$ cat src/hdl/twss_pkg.sv
package twss_pkg;

    localparam int SAMPLE_DEPTH = 256;
    localparam int IDX_W = $clog2(SAMPLE_DEPTH);
    localparam int CNT_W = $clog2(SAMPLE_DEPTH + 1);
    localparam int VAL_W = 32;
    localparam int TIME_W = 48;
    localparam int SUM_W = VAL_W + CNT_W;
    localparam int SQ_W = 2 * VAL_W + CNT_W;
    localparam logic [TIME_W-1:0] WINDOW_RESET = 48'd10;

    typedef enum logic [1:0] {
        MODE_ADD   = 2'd0,
        MODE_ALL   = 2'd1,
        MODE_SUB   = 2'd2,
        MODE_FLUSH = 2'd3
    } t_mode;

    typedef enum logic [3:0] {
        ST_IDLE,
        ST_EVICT_RD,
        ST_EVICT_CHK,
        ST_P1_RD,
        ST_P1_ACC,
        ST_DIV1,
        ST_P2_RD,
        ST_P2_ACC,
        ST_DIV2,
        ST_SQRT,
        ST_DONE
    } t_state;

    // Commands from the controller to the datapath.
    typedef struct packed {
        logic load;        // capture the input word
        logic add_write;   // append the sample (with drop when full)
        logic flush;
        logic rd_issue;    // issue read of slot oldest+k
        logic rd_oldest;   // issue read of the oldest slot
        logic evict;       // drop the oldest sample
        logic clr_acc;
        logic acc1;
        logic acc2;
        logic div1_start;
        logic div2_start;
        logic sqrt_start;
        logic step;        // advance one division or root step
        logic k_inc;
        logic publish;
    } t_cmd;

    // Status back to the controller.
    typedef struct packed {
        t_mode mode;
        logic  stale;      // oldest sample older than the window
        logic  count_zero;
        logic  k_last;     // k reached stored_count
        logic  n_zero;
        logic  unit_done;
    } t_status;

endpackage

$ cat src/hdl/twss_ctrl.sv
module twss_ctrl (
    input  logic              i_clk,
    input  logic              i_rst_n,
    input  logic              i_start,
    output logic              o_busy,
    input  twss_pkg::t_status i_stat,
    output twss_pkg::t_cmd    o_cmd
);
    import twss_pkg::*;

    t_state r_state, n_state;

    always_ff @(posedge i_clk) begin
        if (!i_rst_n) begin
            r_state <= ST_IDLE;
        end else begin
            r_state <= n_state;
        end
    end

    always_comb begin
        n_state = r_state;
        o_cmd = '0;
        o_busy = (r_state != ST_IDLE);
        unique case (r_state)
            ST_IDLE: begin
                if (i_start) begin
                    o_cmd.load = 1'b1;
                    n_state = ST_DONE;
                end
            end
            ST_DONE: begin
                // First cycle after capture: dispatch by mode.
                unique case (i_stat.mode)
                    MODE_ADD: begin
                        o_cmd.add_write = 1'b1;
                        n_state = ST_EVICT_RD;
                    end
                    MODE_FLUSH: begin
                        o_cmd.flush = 1'b1;
                        o_cmd.publish = 1'b1;
                        n_state = ST_IDLE;
                    end
                    default: begin
                        o_cmd.clr_acc = 1'b1;
                        n_state = ST_P1_RD;
                    end
                endcase
            end
            ST_EVICT_RD: begin
                o_cmd.rd_oldest = 1'b1;
                n_state = ST_EVICT_CHK;
            end
            ST_EVICT_CHK: begin
                if (!i_stat.count_zero && i_stat.stale) begin
                    o_cmd.evict = 1'b1;
                    n_state = ST_EVICT_RD;
                end else begin
                    o_cmd.publish = 1'b1;
                    n_state = ST_IDLE;
                end
            end
            ST_P1_RD: begin
                if (i_stat.k_last) begin
                    if (i_stat.n_zero) begin
                        o_cmd.publish = 1'b1;
                        n_state = ST_IDLE;
                    end else begin
                        o_cmd.div1_start = 1'b1;
                        n_state = ST_DIV1;
                    end
                end else begin
                    o_cmd.rd_issue = 1'b1;
                    n_state = ST_P1_ACC;
                end
            end
            ST_P1_ACC: begin
                o_cmd.acc1 = 1'b1;
                o_cmd.k_inc = 1'b1;
                n_state = ST_P1_RD;
            end
            ST_DIV1: begin
                o_cmd.step = 1'b1;
                if (i_stat.unit_done) begin
                    o_cmd.step = 1'b0;
                    n_state = ST_P2_RD;
                end
            end
            ST_P2_RD: begin
                if (i_stat.k_last) begin
                    o_cmd.div2_start = 1'b1;
                    n_state = ST_DIV2;
                end else begin
                    o_cmd.rd_issue = 1'b1;
                    n_state = ST_P2_ACC;
                end
            end
            ST_P2_ACC: begin
                o_cmd.acc2 = 1'b1;
                o_cmd.k_inc = 1'b1;
                n_state = ST_P2_RD;
            end
            ST_DIV2: begin
                o_cmd.step = 1'b1;
                if (i_stat.unit_done) begin
                    o_cmd.step = 1'b0;
                    o_cmd.sqrt_start = 1'b1;
                    n_state = ST_SQRT;
                end
            end
            ST_SQRT: begin
                o_cmd.step = 1'b1;
                if (i_stat.unit_done) begin
                    o_cmd.step = 1'b0;
                    o_cmd.publish = 1'b1;
                    n_state = ST_IDLE;
                end
            end
            default: n_state = ST_IDLE;
        endcase
    end
endmodule

$ cat config.mk
export PLATFORM = sky130hd
export DESIGN_NAME = twss_ctrl
export DESIGN_NICKNAME = d
export VERILOG_FILES = /design/src/hdl/twss_pkg.sv /design/src/hdl/twss_ctrl.sv
export SDC_FILE = /design/constraint.sdc
export NUM_CORES = 1
export LEC_CHECK = 0
export ABC_AREA = 1
export BUFFER_PORTS_ARGS = -buffer_cell sky130_fd_sc_hd__buf_2
export CORE_AREA = 2 2 39 41
export CTS_BUF_LIST = sky130_fd_sc_hd__clkbuf_8
export CTS_CLUSTER_DIAMETER = 200
export CTS_CLUSTER_SIZE = 40
export DETAILED_ROUTE_END_ITERATION = 10
export DIE_AREA = 0 0 41 43
export GPL_TIMING_DRIVEN = 0
export PLACE_DENSITY = 0.77
export SKIP_CTS_REPAIR_TIMING = 1
export SLEW_MARGIN = 20
export SYNTH_ARGS = -nofsm -noshare
export SYNTH_HDL_FRONTEND = slang
export SYNTH_SLANG_ARGS = --single-unit
$ cat constraint.sdc
create_clock -name i_clk -period 1.25 [get_ports i_clk]
set_input_delay 0.125 -clock i_clk [delete_from_list [all_inputs] [get_ports i_clk]]
set_output_delay 0.125 -clock i_clk [all_outputs]
set_load 0.03 [all_outputs]
==> qor.log, run 1 <==
INFO  power          power=1.82mW
INFO  timing         final_min_period_over_clock_period=112%
INFO  synth          netlist_instances=86
INFO  worst_setup_path critical_path.slowest_cell=sky130_fd_sc_hd__dfxtp_4
INFO  worst_setup_path cp-endpoint=o_cmd[11]
INFO  timing         max_clock_freq=713MHz
INFO  cells_and_area design_area=893um^2
INFO  worst_setup_path worst-endpoint-arrival=1280ps
INFO  worst_hold_path holdPathStages=3
INFO  timing         worst-slew-pin-transition=258ps
INFO  power          p_leak=0.491nW
INFO  place          place.gp.congestion=0.765
INFO  die            fp.dieArea=0.00176mm^2
INFO  run            maxCapViolations=0
INFO  die            fp.dieW=41um
INFO  routing        remaining_drc_errors=0
INFO  worst_setup_path path_cells=inv_2, nor2_4, buf_4, nand3_2, o21ai_1, buf_4
INFO  cells_and_area top_regs=r_state x4
INFO  cells_and_area areaGrowthSynthToFinish=83.1%
INFO  timing         relSlewSlack=82.7%
INFO  cts            clock_sinks=4
INFO  place          dp_hpwl=998um
INFO  global_route   maximum_number_of_pins_on_one_net_before_global_route_repair=9
INFO  status         outcome=complete, but fails checks
INFO  routing        drt_wl_total=1520um
INFO  cells_and_area finalNonFillerCells=139
INFO  place          dpl_cell_area=668um^2
INFO  die            initial_standard_cell_utilization_of_the_core=35.3%
INFO  routing        route.detailed.wl_per_inst=10.9um
INFO  timing         finalWorstPathRequiredPeriod=1400ps
INFO  place          dp.cells=127
INFO  timing         setup_viol=15
INFO  power          cell_internal_pwr=0.877mW
INFO  global_route   overflow=0
INFO  worst_setup_path crit_fanout=5
INFO  global_route   all_layer_global_routing_usage=14.1%
INFO  worst_setup_path worstSetupPathType=reg -> out
INFO  timing         fin_worst_skew=0.0531ps
INFO  worst_hold_path worstHoldPathType=in -> reg
INFO  power          share_clk_of_total_power=14.0%
INFO  synth          share_of_synthesized_area_occupied_by_flip_flops_and_latches=16.4%
INFO  power          cellPowerDensity=2040mW/mm^2
INFO  cts            path_clk_slew=30ps
INFO  timing         postLayoutSetupSlackWorst=-152ps
INFO  cells_and_area fill_cells=113
INFO  status         violations=setup timing
INFO  cts            tritoncts.num_buffers=3
INFO  worst_setup_path startpoint_type=flop
INFO  die            die_h=43um
INFO  routing        routed_via_density=4.76
INFO  die            design.core.area=0.00138mm^2
INFO  worst_setup_path critPathCaptureType=primary output
INFO  timing         grt_setup_unrepaired=true
INFO  worst_setup_path critical_path.startpoint=r_state[2]$_SDFFE_PN0P_
INFO  die            io_pins=26
INFO  cts            clock_tree_from_tritoncts=done
INFO  cells_and_area max_flop_register=r_state
INFO  worst_setup_path critical-path-top-cell-by-count=sky130_fd_sc_hd__buf_4
INFO  power          p_comb_share=69.5%
INFO  power          netSwitchingFraction=51.8%
INFO  timing         hold-worst-slack=193ps
INFO  worst_setup_path timing.critical_path.required=1120ps
INFO  timing         final_hold_viol_count=0
INFO  place          numPortBuffers=25
INFO  cells_and_area nets=137
INFO  synth          synth_seq_cells=4
INFO  worst_setup_path slowest_delay=360ps
INFO  cts            clock-root-buffer=sky130_fd_sc_hd__clkbuf_8
INFO  synth          synthesis.area_per_instance=5.67um^2
INFO  cells_and_area post_route_cells_drive_above_1_share=57.7%
INFO  cts            insertion_delay=210ps
INFO  cts            htreeDepth=1
INFO  cells_and_area antenna_cells=0
INFO  worst_setup_path regToRegStartpoint=r_state[2]$_SDFFE_PN0P_
INFO  worst_setup_path rr_endpoint=r_state[1]$_SDFFE_PN0P_
INFO  synth          netlist_area=488um^2
INFO  power          p_sw=0.941mW
INFO  routing        via_count=662
INFO  global_route   grt_first_pass_wirelength=1800um
INFO  synth          net_count_of_the_mapped_netlist=98
INFO  cells_and_area most-common-layout-cells=sky130_fd_sc_hd__inv_1 (17), sky130_fd_sc_hd__nand2_1 (13), sky130_fd_sc_hd__buf_2 (12), sky130_fd_sc_hd__buf_4 (12)
INFO  worst_setup_path worst_r2r_path_depth=7
INFO  synth          yosys_warnings=0
INFO  synth          post_synth_num_cell_types=20
INFO  global_route   via_count_of_the_first_global_routing_pass=489
INFO  cts            cts.path.max_buffers=2
INFO  die            placement_rows=14
INFO  routing        drt_pre_antenna_iters=4
INFO  cells_and_area most_frequent_standard_cell_in_the_layout_excluding_fill_and_tap_cells=sky130_fd_sc_hd__inv_1
INFO  power          ir_worst_vdd=1100uV
INFO  routing        drt_iter0_drc=12
INFO  timing         drv_slew=0
INFO  timing         fin_setup_tns=-1120ps
INFO  routing        final_antenna_net_count=0
INFO  power          power.share.sequential=16.6%
INFO  worst_setup_path worst-r2r-setup-slack=0ps
INFO  cells_and_area largest_reg_flops=4
INFO  global_route   antenna_violations_before_repair=0
## routing by layer
| layer | part of all wire (%) | wire [um] | global-route usage, % |
|---|---|---|---|
| met4 | 1.3 | 20 | 7.33 |
| met3 | 4.3 | 66 | 0 |
| met2 | 50 | 758 | 19.7 |
| met1 | 44 | 676 | 21.2 |
| met5 | 0 | 0 | 0 |
## synth_stat cells
cell type                   instances  area share (%)
sky130_fd_sc_hd__inv_2              1            0.77
sky130_fd_sc_hd__o22ai_1            1             1.3
sky130_fd_sc_hd__nor2_1            10             7.7
sky130_fd_sc_hd__o2111ai_1          1             1.8
sky130_fd_sc_hd__nor2_4             2             4.6
sky130_fd_sc_hd__dfxtp_1            4              16
sky130_fd_sc_hd__nand3_2            1             2.1
sky130_fd_sc_hd__ha_1               2             5.1
sky130_fd_sc_hd__nand3_1            5             5.1
sky130_fd_sc_hd__nor2_2             5             6.4
sky130_fd_sc_hd__o21ai_0            3             3.1
sky130_fd_sc_hd__nor3_1             3             3.1
sky130_fd_sc_hd__a31oi_1            1             1.3
sky130_fd_sc_hd__o21ai_2            1             1.8
sky130_fd_sc_hd__a21oi_1            3             3.1
sky130_fd_sc_hd__nand2_1           16              12
sky130_fd_sc_hd__o211ai_1           1             1.5
sky130_fd_sc_hd__inv_1             22              17
sky130_fd_sc_hd__a21oi_2            1             1.8
sky130_fd_sc_hd__nand2_2            3             3.8
## final cells by class
cell class                      count  area [um^2]  area share (%)
Multi-Input combinational cell     59          397            44.4
Inverter                           23         91.3            10.2
Sequential cell                     4         92.6            10.4
Tap cell                           16         20.0            2.24
Timing Repair Buffer               34          251            28.2
Clock buffer                        3         41.3            4.62
## metrics by stage
stage	utilization, %	setup slack (ps)
2_1_floorplan	-	-15.8
5_1_grt	64.6	-217
4_1_cts	51.3	-341
3_3_place_gp	48.3	-106
3_5_place_dp	48.3	-119
6_report	64.6	-152
## worst max-delay path, delay by kind of cell, from the launching register on
| kind | cells | cell delay (ps) |
|---|---|---|
| buffers and inverters | 3 | 380 |
| DFF | 1 | 360 |
| and+or+nand+nor | 2 | 230 |
| AOI/OAI and AO/OA | 1 | 100 |
## power by group through the flow
stage               sequential (mW)  clock (mW)  combinational [mW]
detailed placement            0.269           0               0.921
CTS                           0.267       0.259               0.923
floorplan                     0.251           0               0.726
global placement              0.266           0               0.908
finish                        0.302       0.254                1.26
global route                  0.310       0.269                1.36
## worst min path at each step
stage,startpoint,endpoint,slack (ps)
floorplan,i_rst_n,r_state[0]$_SDFFE_PN0P_,300
global placement,i_rst_n,r_state[0]$_SDFFE_PN0P_,400
detailed placement,i_rst_n,r_state[0]$_SDFFE_PN0P_,410
CTS,i_rst_n,r_state[0]$_SDFFE_PN0P_,200
global route,i_rst_n,r_state[0]$_SDFFE_PN0P_,230
finish,i_rst_n,r_state[0]$_SDFFE_PN0P_,190
## cell families (layout without fill, tap and decap cells)
family	after synthesis	count (layout)	share of synthesized area, %
AO/OA/AOI/OAI	12	12	15.6
flip-flops	4	4	16.4
adder cells (fa/ha/maj)	2	2	5.13
buffers and inverters	23	60	17.7
AND/OR/NAND/NOR	45	45	45.1
Note: power is estimated with default switching activity, not from simulation.
==> inputs of run 2 (changes only) <==
--- a/config.mk
+++ b/config.mk
@@ -15,6 +15,7 @@
 export DIE_AREA = 0 0 41 43
 export GPL_TIMING_DRIVEN = 0
 export PLACE_DENSITY = 0.77
+export REMOVE_ABC_BUFFERS = 1
 export SKIP_CTS_REPAIR_TIMING = 1
 export SLEW_MARGIN = 20
 export SYNTH_ARGS = -nofsm -noshare
==> run 2 against run 1 <==
Net effect:
- critical path type unchanged
- global-route usage is 0.89 points higher
- worst hold slack better by 3.7 ps
- the flow still finishes with violations (setup timing)
- maximum frequency is 3.7% lower
- non-clock buffer count is 4 lower
- die area stayed put
- count of clock-buffer cells in the layout stayed put
- sequential cell count stayed put
- via count is 1.5% lower
- critical endpoint is now o_cmd[0]
==> qor.log, run 2 (synthesis results as in run 1) <==
INFO  worst_setup_path worst-endpoint-arrival=1330ps [+50 ps]
INFO  worst_hold_path worstHoldPathType=in -> reg
INFO  worst_hold_path holdPathStages=3 [unchanged]
INFO  cells_and_area most_frequent_standard_cell_in_the_layout_excluding_fill_and_tap_cells=sky130_fd_sc_hd__inv_1
INFO  place          dp_hpwl=974um [-2.3%]
INFO  worst_setup_path path_cells=inv_1, nand2_2, inv_2, nand3_1, o2111ai_1, buf_4
INFO  worst_setup_path worstSetupPathType=reg -> out
INFO  worst_setup_path slowest_delay=340ps [-20 ps]
INFO  routing        routed_via_density=4.83 [+1.4%]
INFO  worst_hold_path hold_path.startpoint=i_rst_n
INFO  cells_and_area fill_cells=115 [+1.8%]
INFO  die            fp.dieArea=0.00176mm^2 [unchanged]
INFO  place          place.gp.congestion=0.789 [+3.1%]
INFO  cells_and_area most-common-layout-cells=sky130_fd_sc_hd__inv_1 (20), sky130_fd_sc_hd__nand2_1 (14), sky130_fd_sc_hd__buf_4 (13)
INFO  worst_setup_path regToRegStartpoint=r_state[2]$_SDFFE_PN0P_
INFO  timing         final_min_period_over_clock_period=116% [+4.3 points]
INFO  routing        drt_pre_antenna_iters=4 [unchanged]
INFO  routing        via_count=652 [-1.5%]
INFO  worst_setup_path crit_fanout=5 [unchanged]
INFO  global_route   all_layer_global_routing_usage=14.9% [+0.89 points]
INFO  power          ir_worst_vdd=1120uV [+2.1%]
INFO  routing        final_antenna_net_count=0 [unchanged]
INFO  timing         grt_setup_unrepaired=true
INFO  global_route   maximum_number_of_pins_on_one_net_before_global_route_repair=9 [unchanged]
INFO  status         outcome=complete, but fails checks
INFO  routing        met1Wirelength=652um [-3.6%]
INFO  worst_setup_path worst_r2r_path_depth=9 [+2]
INFO  cts            insertion_delay=210ps [about the same]
INFO  timing         postLayoutSetupSlackWorst=-206ps [-53.6 ps]
INFO  worst_setup_path critical_path.slowest_cell=sky130_fd_sc_hd__dfxtp_4
INFO  worst_hold_path worst_hold_path.endpoint=r_state[0]$_SDFFE_PN0P_
INFO  cells_and_area areaGrowthSynthToFinish=75.1%
INFO  die            design.core.area=0.00138mm^2 [unchanged]
INFO  cells_and_area post_route_cells_drive_above_1_share=50.4% [-7.3 points]
INFO  cells_and_area largest_reg_flops=4 [unchanged]
INFO  timing         relSlewSlack=83.2% [+0.53 points]
INFO  routing        drt_iter0_drc=18 [+6]
INFO  status         violations=setup timing
INFO  cts            clock_sinks=4 [unchanged]
INFO  timing         max_clock_freq=687MHz [-3.7%]
INFO  die            placement_rows=14 [unchanged]
INFO  power          p_leak=0.469nW [-4.6%]
INFO  place          numPortBuffers=25 [unchanged]
INFO  cells_and_area nets=133 [-2.9%]
INFO  cts            path_clk_slew=30ps [about the same]
INFO  global_route   antenna_violations_before_repair=0 [unchanged]
INFO  worst_setup_path critPathCaptureType=primary output
INFO  power          cellPowerDensity=2040mW/mm^2 [+0.25%]
INFO  run            maxCapViolations=0 [unchanged]
INFO  worst_setup_path timing.critical_path.required=1120ps [about the same]
INFO  die            die_h=43um [unchanged]
INFO  die            fp.dieW=41um [unchanged]
INFO  routing        topRoutingLayerUsed=met4
INFO  routing        remaining_drc_errors=0 [unchanged]
INFO  worst_setup_path rr_endpoint=r_state[0]$_SDFFE_PN0P_
INFO  cts            tritoncts.num_buffers=3 [unchanged]
INFO  cells_and_area antenna_cells=0 [unchanged]
INFO  cells_and_area top_regs=r_state x4
INFO  routing        route.detailed.wl_per_inst=11.3um [+3.5%]
INFO  timing         drv_slew=0 [unchanged]
INFO  global_route   grt_first_pass_wirelength=1910um [+6.2%]
INFO  worst_setup_path worstPathBufferInverterCount=3 [unchanged]
INFO  worst_setup_path worst-r2r-setup-slack=-30ps [-30 ps]
INFO  cells_and_area max_flop_register=r_state
INFO  routing        met2_length=820um [+8.2%]
INFO  timing         finalWorstPathRequiredPeriod=1460ps [+53.6 ps]
INFO  timing         fin_worst_skew=1.14ps [+1.08 ps]
INFO  routing        drt_wl_total=1530um [+0.53%]
INFO  cts            clock-root-buffer=sky130_fd_sc_hd__clkbuf_8
INFO  place          dp_slack=-93.4ps [+25.2 ps]
INFO  cts            clock_tree_from_tritoncts=done
INFO  power          power=1.74mW [-4.1%]
INFO  cts            htreeDepth=1 [unchanged]
INFO  die            initial_standard_cell_utilization_of_the_core=35.3% [unchanged]
INFO  global_route   via_count_of_the_first_global_routing_pass=510 [+4.3%]
INFO  global_route   overflow=0 [unchanged]
INFO  die            io_pins=26 [unchanged]
INFO  worst_setup_path top_delay_family_on_crit_path=buffers and inverters
INFO  routing        met3WireLength=45um [-32%]
INFO  timing         final_hold_viol_count=0 [unchanged]
INFO  worst_setup_path startpoint_type=flop
INFO  cts            cts.path.max_buffers=2 [unchanged]
INFO  timing         worst-slew-pin-transition=251ps [-7.07 ps]
INFO  timing         setup_viol=15 [unchanged]
## run 2: worst min-delay path, stage by stage
cell and delay [ps]:
sky130_fd_sc_hd__buf_2 70, sky130_fd_sc_hd__inv_1 70, sky130_fd_sc_hd__a21oi_2 100
## run 2: layout make-up
cell class                 instances  area (um^2)  area share [%]
clock buffer                       3         41.3            4.83
inverter                          23         88.8            10.4
multi-input combinational         59          378            44.2
sequential                         4         92.6            10.8
tap                               16         20.0            2.34
timing repair buffer              30          234            27.4
## run 2: power by group
part | internal (mW) | switching [mW]
sequential | 0.193 | 0.117
clock | 0.204 | 0.0565
combinational | 0.452 | 0.722
## run 2: metrics by stage
step / utilization [%] / cells / TNS [ps] / instance area (um^2) / hold slack, ps
floorplan: - / 86 / -887 / 488 / 296
global placement: 45.8 / 127 / -235 / 633 / 402
detailed placement: 45.8 / 127 / -250 / 633 / 414
CTS: 48.7 / 130 / -2810 / 674 / 194
global route: 61.8 / 135 / -2760 / 855 / 239
finish: 61.8 / 135 / -1420 / 855 / 197
## run 2: how the worst max path moves through the flow
stage | startpoint | cells past startpoint | slack, ps | endpoint
after floorplan | r_state[3]$_SDFFE_PN0P_ | 3 | -260 | o_cmd[11]
after global placement | r_state[1]$_SDFFE_PN0P_ | 5 | -90 | o_cmd[0]
after detailed placement | r_state[1]$_SDFFE_PN0P_ | 5 | -90 | o_cmd[0]
after CTS | r_state[1]$_SDFFE_PN0P_ | 5 | -320 | o_cmd[0]
after global routing | r_state[2]$_SDFFE_PN0P_ | 6 | -280 | o_cmd[0]
final | r_state[2]$_SDFFE_PN0P_ | 6 | -210 | o_cmd[0]
## run 2: layer usage
metal  GRT usage (%)  up-vias
met1            20.8      300
met2            23.4       14
met3            1.57        2
met4            4.00        0
li1                -      336
met5               0        -
